`config.mk`:
```
export PLATFORM = sky130hd
export DESIGN_NAME = pfe_div
export DESIGN_NICKNAME = d
export VERILOG_FILES = /design/src/rtl/core/pfe_div.sv
export SDC_FILE = /design/constraint.sdc
export NUM_CORES = 1
export LEC_CHECK = 0
export BUFFER_PORTS_ARGS = -buffer_cell sky130_fd_sc_hd__buf_2
export CORE_ASPECT_RATIO = 0.9
export CORE_MARGIN = 2
export CORE_UTILIZATION = 58
export DETAILED_ROUTE_END_ITERATION = 8
export PLACE_DENSITY = 0.91
export SYNTH_ARGS = -nofsm -noshare
export SYNTH_HDL_FRONTEND = slang
export SYNTH_SLANG_ARGS = --single-unit
```
`constraint.sdc`:
```
create_clock -name clk_i -period 4.4 [get_ports clk_i]
set_input_delay 1.32 -clock clk_i [delete_from_list [all_inputs] [get_ports clk_i]]
set_output_delay 1.32 -clock clk_i [all_outputs]
set_load 0.1 [all_outputs]
```
`src/rtl/core/pfe_div.sv`:
```
`timescale 1ns / 1ps
// serial signed-by-unsigned divider, one quotient bit per cycle, truncating
// no package dependencies

module pfe_div #(
  parameter int NUM_W = 37,
  parameter int DEN_W = 20
) (
  input  logic                    clk_i,
  input  logic                    rst_ni,
  input  logic                    start_i,
  input  logic signed [NUM_W-1:0] num_i,
  input  logic        [DEN_W-1:0] den_i,
  output logic                    done_o,
  output logic signed [NUM_W-1:0] quot_o
);

  localparam int CNT_W = $clog2(NUM_W + 1);

  logic             busy_q, busy_d;
  logic             done_q, done_d;
  logic [CNT_W-1:0] cnt_q, cnt_d;
  logic             neg_q, neg_d;
  logic [DEN_W:0]   rem_q, rem_d;
  logic [NUM_W-1:0] quo_q, quo_d;
  logic [DEN_W-1:0] den_q, den_d;
  logic [DEN_W:0]   rem_sh;

  always_comb begin
    busy_d = busy_q;
    done_d = 1'b0;
    cnt_d  = cnt_q;
    neg_d  = neg_q;
    rem_d  = rem_q;
    quo_d  = quo_q;
    den_d  = den_q;
    rem_sh = {rem_q[DEN_W-1:0], quo_q[NUM_W-1]};
    if (start_i) begin
      busy_d = 1'b1;
      cnt_d  = '0;
      neg_d  = num_i[NUM_W-1];
      rem_d  = '0;
      quo_d  = num_i[NUM_W-1] ? (~num_i + 1'b1) : num_i;
      den_d  = den_i;
    end else if (busy_q) begin
      if (rem_sh >= {1'b0, den_q}) begin
        rem_d = rem_sh - {1'b0, den_q};
        quo_d = {quo_q[NUM_W-2:0], 1'b1};
      end else begin
        rem_d = rem_sh;
        quo_d = {quo_q[NUM_W-2:0], 1'b0};
      end
      cnt_d = cnt_q + 1'b1;
      if (cnt_q == CNT_W'(NUM_W - 1)) begin
        busy_d = 1'b0;
        done_d = 1'b1;
      end
    end
  end

  always_ff @(posedge clk_i or negedge rst_ni) begin
    if (!rst_ni) begin
      busy_q <= 1'b0;
      done_q <= 1'b0;
      cnt_q  <= '0;
    end else begin
      busy_q <= busy_d;
      done_q <= done_d;
      cnt_q  <= cnt_d;
    end
  end

  always_ff @(posedge clk_i) begin
    neg_q <= neg_d;
    rem_q <= rem_d;
    quo_q <= quo_d;
    den_q <= den_d;
  end

  assign done_o = done_q;
  assign quot_o = neg_q ? -$signed(quo_q) : $signed(quo_q);

endmodule

```
==> results by group <==
Placed design
  • GPL Wtd Cong: 0.912
  • Post-DP HPWL: between 10000 and 15000 um
  • Setup WS pre-CTS: roughly 230 ps
  • IO Port Bufs: 97

Job
  • Max-cap viol count: 0

Finish
  • Ant diodes: 0
  • Share of layout cells above drive strength 1: 0.191
  • Nets@finish: 849
  • Most common cell after layout, fill and taps aside: buf_2
  • Area growth syn-to-layout: 17.8%
  • Final Util: 0.699
  • Highest-count cells in the layout ignoring fill and taps: 83 x buf_2, 75 x nor2_1, 58 x nand2_1, 58 x a21oi_1, 58 x edfxtp_1

CTS
  • Total CTS buffers: 9
  • CTS Root Cell: clkbuf_16
  • H-tree levels: 3
  • Worst-path clk slew: 60 ps
  • Max clock buf depth: 2
  • Sink Count: 86
  • Clock latency on the worst-skew pair: between 300 and 400 ps
  • CTS tree: done

Drt
  • Drt pass-1 iters: 5
  • Post-route DRC: 0
  • Antenna violation net count after detailed routing: 0
  • DR iter-0 viols: 543
  • Total wire length: roughly 15000 um
  • Drt via density: about 6
  • Via count: roughly 5.5k
  • Wire per inst: approximately 17 um

Worst hold path
  • Hold Path Origin: rem_q[13]
  • Hold Path Class: reg2reg
  • Hold Crit Endpoint: rem_q[13]
  • Hold depth: 2

Pwr
  • Peak VDD IR: 311 uV
  • LEAKAGE: between 0.002 and 0.003 uW
  • PD cells: roughly 420 mW/mm2

Yosys
  • Post-synth EDFFs: 58
  • Cells after synthesis: 678
  • Ys async rst share: 0.0930
  • Syn_nets: 763
  • Most common flop cell mapped by yosys: edfxtp_1
  • Sequential share of the synthesized area: 0.387
  • #FFs+latches synth: 86
  • Mapped Avg Cell Area: ~9 um2
  • Unique masters post-synth: 62
  • Cell area after synthesis: 0.00605 mm2
  • YS warnings: 0

GRT
  • Number of global-route vias before repair: approximately 5.1k
  • Met2 usage in global routing: 0.448
  • GRT Residual Overflow: 0
  • Largest net degree at the start of global routing: 61
  • Number of antenna violations at the first check in global routing: 0
  • First-pass GRT wire length: 24100 um
  • Most Crowded Layer GR: met2
  • GRT Util Overall: 0.264
  • M1 GR Usage: 0.342
  • GRT met3 Usage: 0.0547

STA
  • Rel. slew slack: 0.184
  • # setup viols final: 1
  • Worst setup margin: -90.2 ps
  • Final hold viol count: 0
  • Max Slew Vio Count: 0
  • Max Freq: between 200 and 250 MHz
  • Worst-case clock skew: 10.8 ps
  • Worst-Margin Slew: 1220 ps
  • RSZ-0062 raised after global routing: true
  • Final min period: 4490 ps
  • Final worst-path cycle share: 1.02

Worst setup path
  • Worst reg2reg startpoint: den_q[8]
  • Critical Path RT: 3080 ps
  • WS Path Type: reg2out
  • Reg-to-reg slack, setup: about 1200 ps
  • Reg2Reg Depth: 9
  • Kind of end point of the critical path: output port
  • Reg-to-reg endpoint: rem_q[18]
  • Crit path max fanout: 6
  • Worst EP arrival: approximately 3200 ps
  • Worst setup SP type: flip-flop

Run status
  • Outcome: complete, but fails checks
  • Failing checks: negative setup slack

Die
  • Core ar.: between 0.01 and 0.015 mm2
  • # rows: 35
  • Die Area: 0.0113 mm2
  • Num ports: between 90 and 100
  • Die W: approximately 110 um
  • Die height: between 100 and 150 um
  • Starting density of the core: 0.593
report_power, final:
group	switching (uW)	internal, uW
combinational	806	291
sequential	82.9	946
clock	308	527
total	1200	1760
sequential cells by signal, indices dropped and copies added (netlist names):
signal  count
busy_q      1
done_o      1
cnt_q       6
rem_q      20
neg_q       1
den_q      20
quo_q      37
logic make-up (layout without fill, tap and decap cells):
group	after synthesis	after routing	share of synthesized area
and+or+nand+nor	221	221	0.177
muxes	18	18	0.0308
AOI/OAI and AO/OA	182	182	0.190
adders and majority gates	25	25	0.0529
buffers and inverters	63	154	0.0426
DFF	86	86	0.387
xor gates and xnor gates	83	83	0.120
critical path: stages (launching register included):
cell and delay [ps]:
edfxtp_1 400, or4_4 570, or3_4 350, or2_4 290
or3_4 400, nand2b_4 180, o41ai_4 270, xnor2_2 170
buf_12 200
how the worst max path moves through the flow:
stage	slack [ps]	endpoint	from	cells past startpoint
3_3_place_gp	280	quot_o[33]	quo_q[14]	8
2_1_floorplan	20	quot_o[31]	quo_q[14]	6
4_1_cts	-70	quot_o[35]	quo_q[14]	8
5_1_grt	-160	quot_o[35]	quo_q[13]	8
3_5_place_dp	230	quot_o[33]	quo_q[14]	8
6_report	-90	quot_o[35]	quo_q[14]	8
repair_timing:
action | in CTS | in global routing
setup buffers | 4 | 2
gates resized for setup | 6 | 10
endpoints found under the setup margin | 9 | 13
hold buffers | 0 | 0
cell type report:
| class | instances | area (um2) |
|---|---|---|
| Fill cell | 762 | 3080 |
| Tap cell | 129 | 161 |
| Inverter | 30 | 113 |
| Timing Repair Buffer | 108 | 689 |
| Sequential cell | 86 | 2340 |
| Clock inverter | 4 | 70.1 |
| Multi-Input combinational cell | 529 | 3500 |
| Clock buffer | 12 | 256 |
metal layers:
layer | wire, um | part of all wire | vias to the layer above
met5 | 0 | 0 | -
met4 | 339 | 0.022 | 0
met3 | 1060 | 0.070 | 30
met2 | 7310 | 0.48 | 256
met1 | 6410 | 0.42 | 2572
li1 | - | - | 2637
per-stage QoR:
step,instance area [um2],total power (uW),setup TNS [ps],std cells,hold WS (ps)
after global routing,7130,3060,-507,898,527
after CTS,7070,2950,-66.3,896,493
after floorplan,6070,1860,0,678,453
final,7130,2960,-90.2,898,489
after global placement,6700,2070,0,876,477
after detailed placement,6700,2100,0,876,485
cells in the mapped netlist (15+ instances only):
cell type	n	area (um2)
a21oi_1	58	290
clkbuf_1	28	105
dfxtp_1	20	400
edfxtp_1	58	1740
ha_1	24	300
inv_1	30	113
nand2_1	58	218
nor2_1	75	282
o21ai_0	46	230
o31ai_1	22	165
or3_1	15	93.8
xnor2_1	43	377
xor2_1	40	350
Power figures use the tool's default switching activity.
